File: config.mk
export PLATFORM = sky130hd
export DESIGN_NAME = imrcd_ctrl
export DESIGN_NICKNAME = d
export VERILOG_FILES = /design/src/hw/rtl/imrcd_pkg.sv /design/src/hw/rtl/imrcd_ctrl.sv
export VERILOG_INCLUDE_DIRS = /design/src /design/src/hw/rtl
export SDC_FILE = /design/constraint.sdc
export NUM_CORES = 1
export LEC_CHECK = 0
export BUFFER_PORTS_ARGS = -buffer_cell sky130_fd_sc_hd__buf_4
export CORE_MARGIN = 3
export CORE_UTILIZATION = 39
export DETAILED_ROUTE_END_ITERATION = 16
export GPL_ROUTABILITY_DRIVEN = 0
export PLACE_DENSITY = 0.84
export SETUP_SLACK_MARGIN = 0.4
export SLEW_MARGIN = 5
export SYNTH_ARGS = -nofsm -noshare
export SYNTH_HDL_FRONTEND = slang
export SYNTH_SLANG_ARGS = --single-unit
export TNS_END_PERCENT = 5
File: constraint.sdc
create_clock -name clk -period 1.6 [get_ports clk]
set_clock_uncertainty 0.1 [all_clocks]
set_input_delay 0.24 -clock clk [delete_from_list [all_inputs] [get_ports clk]]
set_output_delay 0.24 -clock clk [all_outputs]
set_load 0.01 [all_outputs]
File: src/hw/rtl/indirect_matrix_row_col_delete_assert.svh
// Assertion macros shared by the table controller and datapath.
// No dependencies; included by files that carry concurrent checks.
`ifndef INDIRECT_MATRIX_ROW_COL_DELETE_ASSERT_SVH
`define INDIRECT_MATRIX_ROW_COL_DELETE_ASSERT_SVH

// same-cycle implication, disabled in reset
`define IMRCD_ASSERT_NOW(name, clk_s, rstn_s, ante, cons, msg) \
  name: assert property (@(posedge clk_s) disable iff (!rstn_s) (ante) |-> (cons)) \
    else $error(msg);

// next-cycle implication, disabled in reset
`define IMRCD_ASSERT_NEXT(name, clk_s, rstn_s, ante, cons, msg) \
  name: assert property (@(posedge clk_s) disable iff (!rstn_s) (ante) |=> (cons)) \
    else $error(msg);

`endif

File: src/hw/rtl/imrcd_pkg.sv
// Shared types, constants and helpers for the indirect matrix table.
// No dependencies; imported by imrcd_ctrl, imrcd_dp and the top level.
`default_nettype none

package imrcd_pkg;

  localparam int DEF_MAX_COLS = 64;
  localparam int DEF_MAX_ROWS = 64;

  localparam int LW     = 7;   // live size / config register width
  localparam int DW     = 32;  // cell width
  localparam int FW     = 3;   // func width
  localparam int PW     = 6;   // logical position width
  localparam int CFG_IW = 1;   // config index width

  localparam logic [LW-1:0] CNT_RESET = 7'd64;

  localparam logic [CFG_IW-1:0] REG_COL_COUNT = 1'b0;
  localparam logic [CFG_IW-1:0] REG_ROW_COUNT = 1'b1;

  typedef enum logic [FW-1:0] {
    FN_READ      = 3'd0,
    FN_WRITE     = 3'd1,
    FN_DEL_ROW   = 3'd2,
    FN_DEL_COL   = 3'd3,
    FN_INIT      = 3'd4,
    FN_INIT_ZERO = 3'd5
  } func_t;

  typedef struct packed {
    logic latch_in;
    logic set_bad;
    logic map_rd;
    logic cell_wr;
    logic cell_rd;
    logic rd_capture;
    logic idx_load;
    logic shift_rd;
    logic shift_wr;
    logic dec_live;
    logic load_live;
    logic sweep_clr;
    logic sweep_step;
    logic ident_wr;
    logic zero_wr;
    logic out_load;
  } dp_cmd_t;

  typedef struct packed {
    func_t func;
    logic  bad_access;
    logic  bad_row;
    logic  bad_col;
    logic  shift_more;
    logic  ident_last;
    logic  cell_last;
  } dp_stat_t;

  // zero maps to one, anything above the table limit maps to the limit
  function automatic logic [LW-1:0] limit_size(input logic [LW-1:0] v, input int max_v);
    logic [LW-1:0] r;
    if (v == '0) begin
      r = LW'(1);
    end else if (int'(v) > max_v) begin
      r = LW'(max_v);
    end else begin
      r = v;
    end
    return r;
  endfunction

endpackage

`default_nettype wire

File: src/hw/rtl/imrcd_ctrl.sv
// Controller state machine for the indirect matrix table.
// Depends on imrcd_pkg and indirect_matrix_row_col_delete_assert.svh.
`default_nettype none
`include "indirect_matrix_row_col_delete_assert.svh"

module imrcd_ctrl
  import imrcd_pkg::*;
(
  input  wire logic     clk,
  input  wire logic     rst_n,
  input  wire logic     in_valid,
  output logic          in_ready,
  output logic          out_valid,
  input  wire logic     out_ready,
  output dp_cmd_t       cmd,
  input  wire dp_stat_t stat
);

  typedef enum logic [3:0] {
    ST_RST_IDENT,
    ST_IDLE,
    ST_DECODE,
    ST_LOOKUP,
    ST_RDWAIT,
    ST_SHIFT_CHK,
    ST_SHIFT_WR,
    ST_IDENT,
    ST_ZERO,
    ST_DONE
  } state_t;

  state_t state_r, state_nxt;
  logic   in_ready_r, in_ready_nxt;
  logic   out_valid_r, out_valid_nxt;

  always_comb begin
    state_nxt     = state_r;
    cmd           = '0;
    out_valid_nxt = out_valid_r && !out_ready;
    case (state_r)
      ST_RST_IDENT: begin
        cmd.ident_wr = 1'b1;
        if (stat.ident_last) begin
          state_nxt = ST_IDLE;
        end else begin
          cmd.sweep_step = 1'b1;
        end
      end
      ST_IDLE: begin
        if (in_valid) begin
          cmd.latch_in = 1'b1;
          state_nxt    = ST_DECODE;
        end
      end
      ST_DECODE: begin
        case (stat.func)
          FN_READ, FN_WRITE: begin
            if (stat.bad_access) begin
              cmd.set_bad = 1'b1;
              state_nxt   = ST_DONE;
            end else begin
              cmd.map_rd = 1'b1;
              state_nxt  = ST_LOOKUP;
            end
          end
          FN_DEL_ROW, FN_DEL_COL: begin
            if ((stat.func == FN_DEL_ROW) ? stat.bad_row : stat.bad_col) begin
              cmd.set_bad = 1'b1;
              state_nxt   = ST_DONE;
            end else begin
              cmd.idx_load = 1'b1;
              state_nxt    = ST_SHIFT_CHK;
            end
          end
          FN_INIT, FN_INIT_ZERO: begin
            cmd.load_live = 1'b1;
            cmd.sweep_clr = 1'b1;
            state_nxt     = ST_IDENT;
          end
          default: begin
            state_nxt = ST_DONE;
          end
        endcase
      end
      ST_LOOKUP: begin
        if (stat.func == FN_WRITE) begin
          cmd.cell_wr = 1'b1;
          state_nxt   = ST_DONE;
        end else begin
          cmd.cell_rd = 1'b1;
          state_nxt   = ST_RDWAIT;
        end
      end
      ST_RDWAIT: begin
        cmd.rd_capture = 1'b1;
        state_nxt      = ST_DONE;
      end
      ST_SHIFT_CHK: begin
        if (stat.shift_more) begin
          cmd.shift_rd = 1'b1;
          state_nxt    = ST_SHIFT_WR;
        end else begin
          cmd.dec_live = 1'b1;
          state_nxt    = ST_DONE;
        end
      end
      ST_SHIFT_WR: begin
        cmd.shift_wr = 1'b1;
        state_nxt    = ST_SHIFT_CHK;
      end
      ST_IDENT: begin
        cmd.ident_wr = 1'b1;
        if (stat.ident_last) begin
          if (stat.func == FN_INIT_ZERO) begin
            cmd.sweep_clr = 1'b1;
            state_nxt     = ST_ZERO;
          end else begin
            state_nxt = ST_DONE;
          end
        end else begin
          cmd.sweep_step = 1'b1;
        end
      end
      ST_ZERO: begin
        cmd.zero_wr = 1'b1;
        if (stat.cell_last) begin
          state_nxt = ST_DONE;
        end else begin
          cmd.sweep_step = 1'b1;
        end
      end
      ST_DONE: begin
        if (!out_valid_r || out_ready) begin
          cmd.out_load  = 1'b1;
          out_valid_nxt = 1'b1;
          state_nxt     = ST_IDLE;
        end
      end
      default: begin
        state_nxt = ST_IDLE;
      end
    endcase
    in_ready_nxt = (state_nxt == ST_IDLE);
  end

  always_ff @(posedge clk) begin
    if (!rst_n) begin
      state_r     <= ST_RST_IDENT;
      in_ready_r  <= 1'b0;
      out_valid_r <= 1'b0;
    end else begin
      state_r     <= state_nxt;
      in_ready_r  <= in_ready_nxt;
      out_valid_r <= out_valid_nxt;
    end
  end

  assign in_ready  = in_ready_r;
  assign out_valid = out_valid_r;

  // one item in flight
  `IMRCD_ASSERT_NEXT(a_one_in_flight, clk, rst_n, in_valid && in_ready_r, !in_ready_r, "second transfer accepted while busy")
  // a result only appears out of the done state
  `IMRCD_ASSERT_NOW(a_result_from_done, clk, rst_n, $rose(out_valid_r), $past(state_r == ST_DONE), "result raised outside done")

endmodule

`default_nettype wire

* Word level (Yosys, flattened, before mapping) *
Cells that the tools add are included.

storage, ports and cells
  register bits = 6
  latch bits = 0
  memory bits (writable) = 0
  memory bits (read-only) = 0
  input bits = 13
  output and inout bits = 18
  word-level logic and storage cells = 75
  memories = 0

operators by class
  add/subtract/negate cells = 0
  multipliers = 0
  divide/modulo/power cells = 0
  $lt $le $gt $ge = 0
  eq/ne operators = 15
  shift-type cells = 0
  mux-type cells = 47
  bitwise gates (word level) = 0
  reduce and logical (&&, ||, !) cells = 10

operators with widths
  cell                number
  $pmux 4 s10         1
  $mux 4              9
  $mux 1              30
  $eq 4x3->1 const B  4
  $pmux 4 s3          1
  $eq 4x1->1 const B  2
  $eq 4x2->1 const B  2
  $eq 4x4->1 const B  2
  $reduce_or 2->1     4
  $eq 3x2->1 const B  2
  $eq 3x3->1 const B  2
  $mux 2              3
  $pmux 1 s2          3
  $logic_not 4->1     1
  $eq 3x1->1 const B  1
  $logic_not 3->1     1
  $logic_not 1->1     2
  $logic_and 1x1->1   1
  $logic_or 1x1->1    1

* Longest topological paths before layout *
Gate-level depths: netlist of the first run.

  depth after elaboration = 6
  mapped depth = 6
  mapped depth without buffers = 5

* Least setup slack after synthesis of the first run *
Ideal clock, no wire load.

  path kind = reg-to-output
  from = register state_r[0]
  to = output port cmd[14] (netlist bit)
  arrival time = 1,322 ps
  required time = 1,260 ps
  setup slack = -62 ps
  cell stages (with the launch flop) = 5
  buffers on the path = 0
  cells stage by stage = dfxtp_1 > nand2b_2 > or4_1 > a211o_1 > inv_1

RTL lines
  element                   RTL line           source
  start: declaration        imrcd_ctrl.sv:32   state_t state_r, state_nxt;
  start signal: assignment  imrcd_ctrl.sv:152  state_r <= state_nxt;
  end: declaration          imrcd_ctrl.sv:15   output dp_cmd_t cmd,

==> results of run 1 <==
-- registers in the layout, summed over array words and instances (netlist names) --
register   flops
in_ready       1
out_valid      1
state_r        4
-- worst register-to-register path, delay by kind of cell, from the launching register on --
kind | cells | cell delay, ps
AO/OA/AOI/OAI | 1 | 280
flip-flops | 1 | 310
AND/OR/NAND/NOR | 4 | 700
buffers and inverters | 1 | 150
-- area by class of cell --
class / instances / area, µm² / area share
clock buffers: 3 / 22.5 / 0.0205
inverters: 5 / 18.8 / 0.0170
multi-input cells: 68 / 538 / 0.489
flip-flops and latches: 6 / 128 / 0.116
well taps: 15 / 18.8 / 0.0170
repair buffers: 46 / 375 / 0.341
-- where the power goes --
part | internal [mW] | switching, mW
clock network | 0.0848 | 0.0542
registers | 0.164 | 0.0104
logic | 0.145 | 0.144
total | 0.394 | 0.209
-- cells by family (layout without fill, tap and decap cells) --
| family | Yosys count | in the layout | share of synthesized area |
|---|---|---|---|
| AOI/OAI and AO/OA | 17 | 17 | 0.209 |
| buffers and inverters | 9 | 54 | 0.0640 |
| DFF | 6 | 6 | 0.205 |
| muxes | 3 | 3 | 0.0533 |
| and+or+nand+nor | 48 | 48 | 0.469 |
-- layout by cell type, fill, tap and decap left out, types with 2 or more instances in the layout --
cell type | synthesis | layout
sky130_fd_sc_hd__a21oi_1 | 3 | 2
sky130_fd_sc_hd__a31oi_1 | 3 | 3
sky130_fd_sc_hd__buf_4 | 0 | 39
sky130_fd_sc_hd__buf_6 | 0 | 6
sky130_fd_sc_hd__clkbuf_4 | 0 | 3
sky130_fd_sc_hd__dfxtp_1 | 6 | 2
sky130_fd_sc_hd__dfxtp_2 | 0 | 3
sky130_fd_sc_hd__inv_1 | 5 | 3
sky130_fd_sc_hd__inv_2 | 0 | 2
sky130_fd_sc_hd__mux2i_1 | 2 | 2
sky130_fd_sc_hd__nand2_1 | 4 | 4
sky130_fd_sc_hd__nand2b_4 | 0 | 4
sky130_fd_sc_hd__nand3_1 | 5 | 4
sky130_fd_sc_hd__nor2_1 | 12 | 10
sky130_fd_sc_hd__nor2_2 | 0 | 2
sky130_fd_sc_hd__nor2b_1 | 2 | 2
sky130_fd_sc_hd__nor3_1 | 6 | 2
sky130_fd_sc_hd__nor3_2 | 0 | 3
-- timing repair --
action	in CTS	in global routing
pin swaps	4	6
resized for setup	15	17
setup buffers	1	1
endpoints found under the setup margin	21	21
-- routing by layer --
layer | share of wire | vias to the layer above
met4 | 0.024 | 0
met5 | 0 | -
li1 | - | 398
met3 | 0.045 | 8
met2 | 0.51 | 23
met1 | 0.42 | 378
-- metrics by stage --
| step | instances | instance area, µm² | hold slack [ps] | TNS [ps] |
|---|---|---|---|---|
| floorplan | 83 | 594 | 324 | 0 |
| global placement | 138 | 925 | 427 | -9.26 |
| detailed placement | 138 | 925 | 439 | -98.9 |
| CTS | 142 | 1020 | 177 | -1220 |
| global route | 143 | 1100 | 223 | -1770 |
| finish | 143 | 1100 | 189 | -1180 |
-- worst max-delay path by stage --
| stage | cells after the start | slack [ps] | startpoint | end |
|---|---|---|---|---|
| 2_1_floorplan | 4 | 60 | state_r[0]$_SDFF_PN0_ | cmd[14] |
| 3_3_place_gp | 4 | -9 | state_r[2]$_SDFF_PN0_ | cmd[14] |
| 3_5_place_dp | 6 | -60 | state_r[3]$_SDFF_PN0_ | in_ready$_SDFF_PN0_ |
| 4_1_cts | 5 | -320 | state_r[0]$_SDFF_PN0_ | cmd[14] |
| 5_1_grt | 5 | -310 | state_r[0]$_SDFF_PN0_ | cmd[14] |
| 6_report | 5 | -280 | state_r[0]$_SDFF_PN0_ | cmd[14] |
==> results_tabular.tex, run 1 <==
\begin{tabular}{lr}
\hline
Metric & Value \\
\hline
\multicolumn{2}{l}{\textbf{Timing}} \\
Number of pins with negative max-slew slack in the final report & 0 \\
Share of the cycle needed by the critical path after routing & 1.18 \\
Slack of the critical path & -281 ps \\
Actual slew at the worst max-slew pin & around 420 ps \\
Number of failing setup endpoints in the final timing report & 12 \\
Count of endpoints failing hold in the final timing report & 0 \\
Max-slew headroom & 0.718 \\
Clock period minus worst slack & approximately 1900 ps \\
Achievable clock frequency & around 0.53 GHz \\
Unrepaired setup endpoints after global routing & yes \\
\multicolumn{2}{l}{\textbf{GRT}} \\
Largest net degree at the start of global routing & 17 \\
Wire length of the first global-routing pass & around 3100 µm \\
Via count of the first global-routing pass & between 700 and 800 \\
Tot GR Track Use & 0.212 \\
Most utilized layer in the global route result & met2 \\
Met2 Use GR & 0.367 \\
Overflow left after global routing & 0 \\
GR Layer Usage met3 & 0.0199 \\
Initial antenna violation count & 0 \\
Met1 demand-to-capacity share in global routing & 0.252 \\
\multicolumn{2}{l}{\textbf{Clocking}} \\
CTS root buf & sky130\_fd\_sc\_hd\_\_clkbuf\_4 \\
Clock-pin slew on the worst setup and hold paths & 40 ps \\
Total CTS buffers & 3 \\
TritonCTS clock tree & yes \\
Number of buffers inserted by hold repair at cts & 0 \\
Buffer depth of the longest clock path & 2 \\
Number of clock sinks seen by CTS & 6 \\
H-tree Lvls & 1 \\
Clock insertion delay at the later pin of the skew report & 250 ps \\
\multicolumn{2}{l}{\textbf{Routing}} \\
Detailed Route Iter0 Violations & 10 \\
Average wire per cell in the routed design & approximately 15 µm \\
Post-detailed-route count of antenna-violating nets & 0 \\
Via count & 807 \\
Routed Wire Length & approximately 2100 µm \\
Remaining design rule violation count & 0 \\
Total iterations of the first detailed-routing run & 4 \\
Vias per inst & 5.64 \\
\multicolumn{2}{l}{\textbf{Power and ir drop}} \\
Standby leakage power & approximately 0.52 nW \\
Post-layout power & roughly 0.60 mW \\
Power density relative to cell area & about 550 nW/µm² \\
Largest voltage drop on the vdd net & between 0.3 and 0.4 mV \\
\multicolumn{2}{l}{\textbf{Critical path}} \\
Launching element type of the critical path & flip-flop \\
CP max stage delay & between 400 and 500 ps \\
Reg2Reg Launch Point & state\_r[0]\$\_SDFF\_PN0\_ \\
Data required time of the critical path & $\sim$1300 ps \\
Number of cells traversed by the worst register-to-register path & 6 \\
Destination of the worst register-to-register timing path & in\_ready\$\_SDFF\_PN0\_ \\
Critical path capture point type & output pin \\
Slowest-stage cell, CP & sky130\_fd\_sc\_hd\_\_or4\_4 \\
Arrival time reported for the critical path endpoint & about 1500 ps \\
Largest fanout of any net on the critical path & 3 \\
Buf+Inv Stages, Crit Path & 2 \\
Slack of the worst reg-to-reg path & -60 ps \\
CP delay by family, top & simple AND/OR/NAND/NOR gates \\
Critical path cell sequence & nand2b\_4 -> or4\_4 -> a211o\_1 -> inv\_2 -> buf\_6 \\
Critical path type & flip-flop to output pin \\
\multicolumn{2}{l}{\textbf{Floorplanning}} \\
Cell row count & 13 \\
Total Die Area & between 2000 and 2500 µm² \\
Area of the core & about 1400 µm² \\
\# IOs & 31 \\
Die outline height & 44.8 µm \\
Die Width & 44.8 µm \\
Starting density of the core & 0.435 \\
\multicolumn{2}{l}{\textbf{Synth}} \\
Primary flip-flop cell chosen by synthesis mapping & sky130\_fd\_sc\_hd\_\_dfxtp\_1 \\
Unique cell type count in the Yosys netlist & 39 \\
Synthesized netlist net count & between 90 and 100 \\
Cell with the most instances after synthesis & sky130\_fd\_sc\_hd\_\_nor2\_1 \\
Yosys warnings & 0 \\
Async S/R FF share, synth & 0 \\
Ranking of synthesized cells by instance count & sky130\_fd\_sc\_hd\_\_nor2\_1, sky130\_fd\_sc\_hd\_\_dfxtp\_1, sky130\_fd\_sc\_hd\_\_nor3\_1 \\
Synth area leaders & sky130\_fd\_sc\_hd\_\_dfxtp\_1, sky130\_fd\_sc\_hd\_\_nor2\_1, sky130\_fd\_sc\_hd\_\_nor3\_1 \\
Fraction of synthesized cell area taken by the top area cell type & 0.205 \\
Fraction of the yosys area taken by sequential cells & 0.205 \\
Cell count after synthesis & 83 \\
Leading area contributor after synthesis & sky130\_fd\_sc\_hd\_\_dfxtp\_1 \\
Flip-flop and latch count after synthesis & 6 \\
Synth Cell Area & roughly 600 µm² \\
Mean instance size in the synthesized netlist & just over 7 µm² \\
Number of enable-type register cells in the synthesized netlist & 0 \\
\multicolumn{2}{l}{\textbf{Hold path}} \\
Class of the most critical hold timing path & input pin to flip-flop \\
Hold path endpoint & state\_r[0]\$\_SDFF\_PN0\_ \\
Hold Path Depth & 3 \\
Worst Hold Launch & rst\_n \\
\multicolumn{2}{l}{\textbf{Layout}} \\
Ant diodes & 0 \\
Synth-to-Final Area Change & 87.6\% \\
Fillers & 86 \\
Fraction of layout cells with a size suffix above 1 & 0.586 \\
Final core utilization & 0.816 \\
Post-layout nets & between 100 and 150 \\
\multicolumn{2}{l}{\textbf{Place}} \\
Placement Setup Slack & -55.0 ps \\
IO Port Bufs & 30 \\
Half-perimeter wire length after detailed placement & about 1500 µm \\
\multicolumn{2}{l}{\textbf{Run status}} \\
Outcome & complete, but fails checks \\
Violated checks & setup timing \\
\multicolumn{2}{l}{\textbf{Run}} \\
Max-cap violations & 0 \\
\hline
\end{tabular}
Power figures use the tool's default switching activity.
==> inputs of run 2 (changes only) <==
GPL_TIMING_DRIVEN = 0   (was unset)
==> results_tabular.tex, run 2 (synthesis results as in run 1) <==
\begin{tabular}{lr}
\hline
Metric & Value \\
\hline
\multicolumn{2}{l}{\textbf{Run status}} \\
Outcome & complete, but fails checks \\
Violated checks & setup timing \\
\multicolumn{2}{l}{\textbf{Routing}} \\
Vias per inst & $\sim$5.8 \\
Post-detailed-route count of antenna-violating nets & 0 \\
Routed Wire Length & a little under 2000 µm \\
Total iterations of the first detailed-routing run & 4 \\
Average wire per cell in the routed design & between 10 and 15 µm \\
Detailed Route Iter0 Violations & 11 \\
Via count & 780 \\
Remaining design rule violation count & 0 \\
\multicolumn{2}{l}{\textbf{Timing}} \\
Max-slew headroom & 0.750 \\
Actual slew at the worst max-slew pin & between 300 and 400 ps \\
Slack of the critical path & -305 ps \\
Achievable clock frequency & about 0.52 GHz \\
Count of endpoints failing hold in the final timing report & 0 \\
Number of pins with negative max-slew slack in the final report & 0 \\
Share of the cycle needed by the critical path after routing & 1.19 \\
Sum of negative setup slack & -1680 ps \\
Number of failing setup endpoints in the final timing report & 11 \\
Hold\_ws & 203 ps \\
Unrepaired setup endpoints after global routing & yes \\
Clock period minus worst slack & 1910 ps \\
\multicolumn{2}{l}{\textbf{Clocking}} \\
Clock-pin slew on the worst setup and hold paths & 40 ps \\
TritonCTS clock tree & yes \\
Clock insertion delay at the later pin of the skew report & approximately 240 ps \\
Buffer depth of the longest clock path & 2 \\
Number of clock sinks seen by CTS & 6 \\
CTS root buf & sky130\_fd\_sc\_hd\_\_clkbuf\_4 \\
Total CTS buffers & 3 \\
H-tree Lvls & 1 \\
Number of buffers inserted by hold repair at cts & 0 \\
\multicolumn{2}{l}{\textbf{GRT}} \\
Largest net degree at the start of global routing & 11 \\
Via count of the first global-routing pass & approximately 730 \\
Initial antenna violation count & 0 \\
Tot GR Track Use & 0.201 \\
Overflow left after global routing & 0 \\
Wire length of the first global-routing pass & 3040 µm \\
\multicolumn{2}{l}{\textbf{Hold path}} \\
Class of the most critical hold timing path & input pin to flip-flop \\
\multicolumn{2}{l}{\textbf{Layout}} \\
Register with the highest flop count & state\_r \\
Fraction of layout cells with a size suffix above 1 & 0.475 \\
Ant diodes & 0 \\
Area of all sequential standard cells & around 130 µm² \\
Commonest non-fill, non-tap cells in the layout & sky130\_fd\_sc\_hd\_\_buf\_4, sky130\_fd\_sc\_hd\_\_nor2\_1, sky130\_fd\_sc\_hd\_\_nor3\_1, sky130\_fd\_sc\_hd\_\_nand3\_1 \\
Leading cell type in the layout, fill and taps excluded & sky130\_fd\_sc\_hd\_\_buf\_4 \\
Synth-to-Final Area Change & 66.7\% \\
Final Instance Area & between 900 and 1000 µm² \\
Multi-input logic area & just under 500 µm² \\
Post-layout nets & between 100 and 150 \\
Max FFs per register & 4 \\
Fillers & about 110 \\
\multicolumn{2}{l}{\textbf{Power and ir drop}} \\
Power density relative to cell area & 586 nW/µm² \\
Largest voltage drop on the vdd net & roughly 0.38 mV \\
Post-layout power & $\sim$0.57 mW \\
Standby leakage power & about 0.46 nW \\
\multicolumn{2}{l}{\textbf{Floorplanning}} \\
Die outline height & roughly 45 µm \\
Area of the core & $\sim$1400 µm² \\
Total Die Area & about 2000 µm² \\
Cell row count & 13 \\
\# IOs & 31 \\
Starting density of the core & 0.435 \\
Die Width & roughly 45 µm \\
\multicolumn{2}{l}{\textbf{Run}} \\
Max-cap violations & 0 \\
\multicolumn{2}{l}{\textbf{Place}} \\
Half-perimeter wire length after detailed placement & around 1300 µm \\
Area after detailed placement & between 800 and 900 µm² \\
IO Port Bufs & 30 \\
Placement Setup Slack & -71.8 ps \\
\multicolumn{2}{l}{\textbf{Critical path}} \\
Arrival time reported for the critical path endpoint & between 1500 and 2000 ps \\
Critical path capture point type & output pin \\
Largest fanout of any net on the critical path & 5 \\
Data required time of the critical path & 1260 ps \\
Critical path type & flip-flop to output pin \\
Launching element type of the critical path & flip-flop \\
\hline
\end{tabular}
## run 2: cell types whose count changed in the layout (fill, tap and decap cells not counted), sizes merged
cell | previous run | this run
buf | 46 | 37
clkbuf | 3 | 4
## run 2: what timing repair did
action	in CTS	in global routing
resized for setup	8	15
setup buffers	4	0
setup endpoints to repair	22	22
gates cloned	0	0
pin swaps	2	2
## run 2: area by class of cell
cell class,count,area share
multi-input cells,68,0.506
plain buffers,4,0.0358
well taps,15,0.0192
flip-flops and latches,6,0.132
repair buffers,34,0.265
inverters,5,0.0192
clock buffers,3,0.0230
## run 2: critical path: stages (launching register included)
cell and delay [ps]:
sky130_fd_sc_hd__dfxtp_4 350, sky130_fd_sc_hd__nand2b_4 140, sky130_fd_sc_hd__or4_4 410, sky130_fd_sc_hd__a211o_1 280, sky130_fd_sc_hd__inv_2 60, sky130_fd_sc_hd__buf_6 90
## run 2: metrics by stage
| stage | instances | utilization |
|---|---|---|
| finish | 135 | 0.725 |
| global placement | 128 | 0.621 |
| CTS | 135 | 0.683 |
| global route | 135 | 0.725 |
| floorplan | 83 | - |
| detailed placement | 128 | 0.621 |
## run 2: where the power goes
group          total [mW]  leakage, nW  internal, mW  switching, mW
logic               0.255        0.395         0.132          0.123
registers           0.178       0.0508         0.164         0.0142
clock network       0.141       0.0138        0.0849         0.0558
total               0.574        0.459         0.381          0.193
## run 2: path summary, 6_finish.rpt
kind,to,slack (ps),cells after the start,start
hold reg to reg,out_valid$_SDFF_PN0_,540,3,out_valid$_SDFF_PN0_
setup / recovery,cmd[14],-310,5,state_r[0]$_SDFF_PN0_
hold / removal,out_valid$_SDFF_PN0_,200,3,rst_n
setup reg to reg,in_ready$_SDFF_PN0_,-140,6,state_r[3]$_SDFF_PN0_
## run 2: per-layer routing
layer | GRT usage | vias to the layer above | wire length [µm]
li1 | - | 384 | -
met1 | 0.234 | 358 | 826
met2 | 0.364 | 32 | 993
met3 | 0.0159 | 6 | 127
met4 | 0.105 | 0 | 31
met5 | 0 | - | 0
==> inputs of run 3 (changes only) <==
CORE_UTILIZATION = 37   (was 39)
PLACE_DENSITY = 0.8   (was 0.84)
==> results_tabular.tex, run 3 (synthesis results as in run 1) <==
\begin{tabular}{lr}
\hline
Metric & Value \\
\hline
\multicolumn{2}{l}{\textbf{Power and ir drop}} \\
Power density relative to cell area & between 500 and 600 nW/µm² \\
Power share of the combinational group & 0.458 \\
Largest voltage drop on the vdd net & 0.411 mV \\
Sequential cell fraction of total power & 0.314 \\
Cell Int Power & approximately 0.38 mW \\
Clock network fraction of total power & 0.228 \\
Standby leakage power & between 0.4 and 0.5 nW \\
NetSw & between 0.15 and 0.2 mW \\
Switching portion of total power & 0.327 \\
\multicolumn{2}{l}{\textbf{Run status}} \\
Outcome & complete, but fails checks \\
Violated checks & setup timing \\
\multicolumn{2}{l}{\textbf{Critical path}} \\
Critical path type & flip-flop to output pin \\
Destination of the worst register-to-register timing path & in\_ready\$\_SDFF\_PN0\_ \\
Slack of the worst reg-to-reg path & -150 ps \\
Critical path capture point type & output pin \\
Arrival time reported for the critical path endpoint & 1540 ps \\
Reg2Reg Launch Point & state\_r[0]\$\_SDFF\_PN0\_ \\
Largest fanout of any net on the critical path & 4 \\
Launching element type of the critical path & flip-flop \\
Number of cells traversed by the worst register-to-register path & 7 \\
Data required time of the critical path & 1260 ps \\
\multicolumn{2}{l}{\textbf{Routing}} \\
Total length of routed met3 wires & around 180 µm \\
Met1 WL & between 700 and 800 µm \\
Routed Wire Length & 1880 µm \\
Average wire per cell in the routed design & approximately 14 µm \\
Remaining design rule violation count & 0 \\
Post-detailed-route count of antenna-violating nets & 0 \\
Highest layer used for signal routing & met3 \\
Total iterations of the first detailed-routing run & 4 \\
Routed wl met2 & 944 µm \\
Vias per inst & slightly below 6 \\
Via count & 792 \\
Detailed Route Iter0 Violations & 32 \\
\multicolumn{2}{l}{\textbf{Floorplanning}} \\
Cell row count & 13 \\
\# IOs & 31 \\
Die Width & between 40 and 50 µm \\
Starting density of the core & 0.419 \\
Total Die Area & 2100 µm² \\
Area of the core & 1400 µm² \\
Die outline height & 45.8 µm \\
\multicolumn{2}{l}{\textbf{Clocking}} \\
Buffer depth of the longest clock path & 2 \\
TritonCTS clock tree & yes \\
H-tree Lvls & 1 \\
Number of clock sinks seen by CTS & 6 \\
CTS root buf & sky130\_fd\_sc\_hd\_\_clkbuf\_4 \\
Total CTS buffers & 3 \\
Clock insertion delay at the later pin of the skew report & $\sim$230 ps \\
Clock-pin slew on the worst setup and hold paths & around 40 ps \\
\multicolumn{2}{l}{\textbf{Place}} \\
Cell total after placement & approximately 130 \\
IO Port Bufs & 30 \\
Half-perimeter wire length after detailed placement & 1330 µm \\
Placement Setup Slack & -118 ps \\
\multicolumn{2}{l}{\textbf{GRT}} \\
Wire length of the first global-routing pass & 2840 µm \\
Via count of the first global-routing pass & around 680 \\
Overflow left after global routing & 0 \\
Tot GR Track Use & 0.180 \\
Initial antenna violation count & 0 \\
Largest net degree at the start of global routing & 11 \\
\multicolumn{2}{l}{\textbf{Layout}} \\
Post-layout nets & between 100 and 150 \\
Fraction of layout cells with a size suffix above 1 & 0.496 \\
Fillers & about 110 \\
Leading cell type in the layout, fill and taps excluded & sky130\_fd\_sc\_hd\_\_buf\_4 \\
Max FFs per register & 4 \\
Register with the highest flop count & state\_r \\
Synth-to-Final Area Change & 70.1\% \\
Ant diodes & 0 \\
Count of non-filler cells in the finished layout & roughly 140 \\
Commonest non-fill, non-tap cells in the layout & sky130\_fd\_sc\_hd\_\_buf\_4, sky130\_fd\_sc\_hd\_\_nor2\_1, sky130\_fd\_sc\_hd\_\_nor3\_1 \\
\multicolumn{2}{l}{\textbf{Hold path}} \\
Hold Path Depth & 3 \\
Hold path endpoint & state\_r[0]\$\_SDFF\_PN0\_ \\
Class of the most critical hold timing path & input pin to flip-flop \\
Worst Hold Launch & rst\_n \\
\multicolumn{2}{l}{\textbf{Timing}} \\
Number of failing setup endpoints in the final timing report & 9 \\
Clock period minus worst slack & 1880 ps \\
Slack of the critical path & -278 ps \\
Actual slew at the worst max-slew pin & $\sim$400 ps \\
Achievable clock frequency & 0.533 GHz \\
Max-slew headroom & 0.731 \\
Share of the cycle needed by the critical path after routing & 1.17 \\
Number of pins with negative max-slew slack in the final report & 0 \\
Hold\_ws & around 200 ps \\
Count of endpoints failing hold in the final timing report & 0 \\
Unrepaired setup endpoints after global routing & yes \\
\multicolumn{2}{l}{\textbf{Run}} \\
Max-cap violations & 0 \\
\hline
\end{tabular}
[run 3: cell count changes in the layout (fill, tap and decap cells not counted), sizes merged]
cell / previous run / this run
clkbuf: 4 / 3
buf: 37 / 39
[run 3: stage by stage]
| step | power (mW) | TNS, ps | util | cell area, µm² |
|---|---|---|---|---|
| 2_1_floorplan | 0.298 | 0 | - | 594 |
| 3_3_place_gp | 0.381 | -188 | 0.599 | 838 |
| 3_5_place_dp | 0.385 | -213 | 0.599 | 838 |
| 4_1_cts | 0.544 | -1430 | 0.659 | 922 |
| 5_1_grt | 0.608 | -1930 | 0.714 | 998 |
| 6_report | 0.567 | -1280 | 0.714 | 998 |
[run 3: final cells by class]
type | count | area (µm²) | share of cell area
well taps | 15 | 18.8 | 0.0188
inverters | 5 | 18.8 | 0.0188
multi-input cells | 68 | 504 | 0.505
plain buffers | 4 | 38.8 | 0.0388
clock buffers | 3 | 22.5 | 0.0226
repair buffers | 35 | 267 | 0.267
flip-flops and latches | 6 | 129 | 0.129
[run 3: how the worst max path moves through the flow]
stage,slack (ps),start,cells past startpoint,end
after floorplan,60,state_r[0]$_SDFF_PN0_,4,cmd[14]
after global placement,-100,state_r[3]$_SDFF_PN0_,6,in_ready$_SDFF_PN0_
after detailed placement,-120,state_r[3]$_SDFF_PN0_,6,in_ready$_SDFF_PN0_
after CTS,-320,state_r[0]$_SDFF_PN0_,5,cmd[14]
after global routing,-330,state_r[0]$_SDFF_PN0_,5,cmd[14]
final,-280,state_r[0]$_SDFF_PN0_,5,cmd[14]
[run 3: timing repair]
item / in CTS / in global routing
pin swaps: 1 / 5
setup endpoints to repair: 22 / 22
setup buffers: 4 / 1
hold buffers: 0 / 0
resized for setup: 9 / 17
[run 3: power by group through the flow]
| stage | sequential (mW) | clock [mW] | combinational, mW |
|---|---|---|---|
| after floorplan | 0.180 | 0 | 0.118 |
| after global placement | 0.181 | 0 | 0.200 |
| after CTS | 0.176 | 0.136 | 0.231 |
| after detailed placement | 0.181 | 0 | 0.204 |
| after global routing | 0.179 | 0.148 | 0.281 |
| final | 0.178 | 0.129 | 0.260 |
[run 3: layer usage]
metal,up-vias,track usage
li1,388,-
met1,367,0.241
met2,37,0.298
met3,0,0.0356
met4,0,0.0341
met5,-,0
[run 3: critical path, stage by stage (launching register included)]
cell	delay (ps)
sky130_fd_sc_hd__dfxtp_4	340
sky130_fd_sc_hd__nand2b_4	140
sky130_fd_sc_hd__or4_1	410
sky130_fd_sc_hd__a211o_1	270
sky130_fd_sc_hd__inv_2	60
sky130_fd_sc_hd__buf_6	90
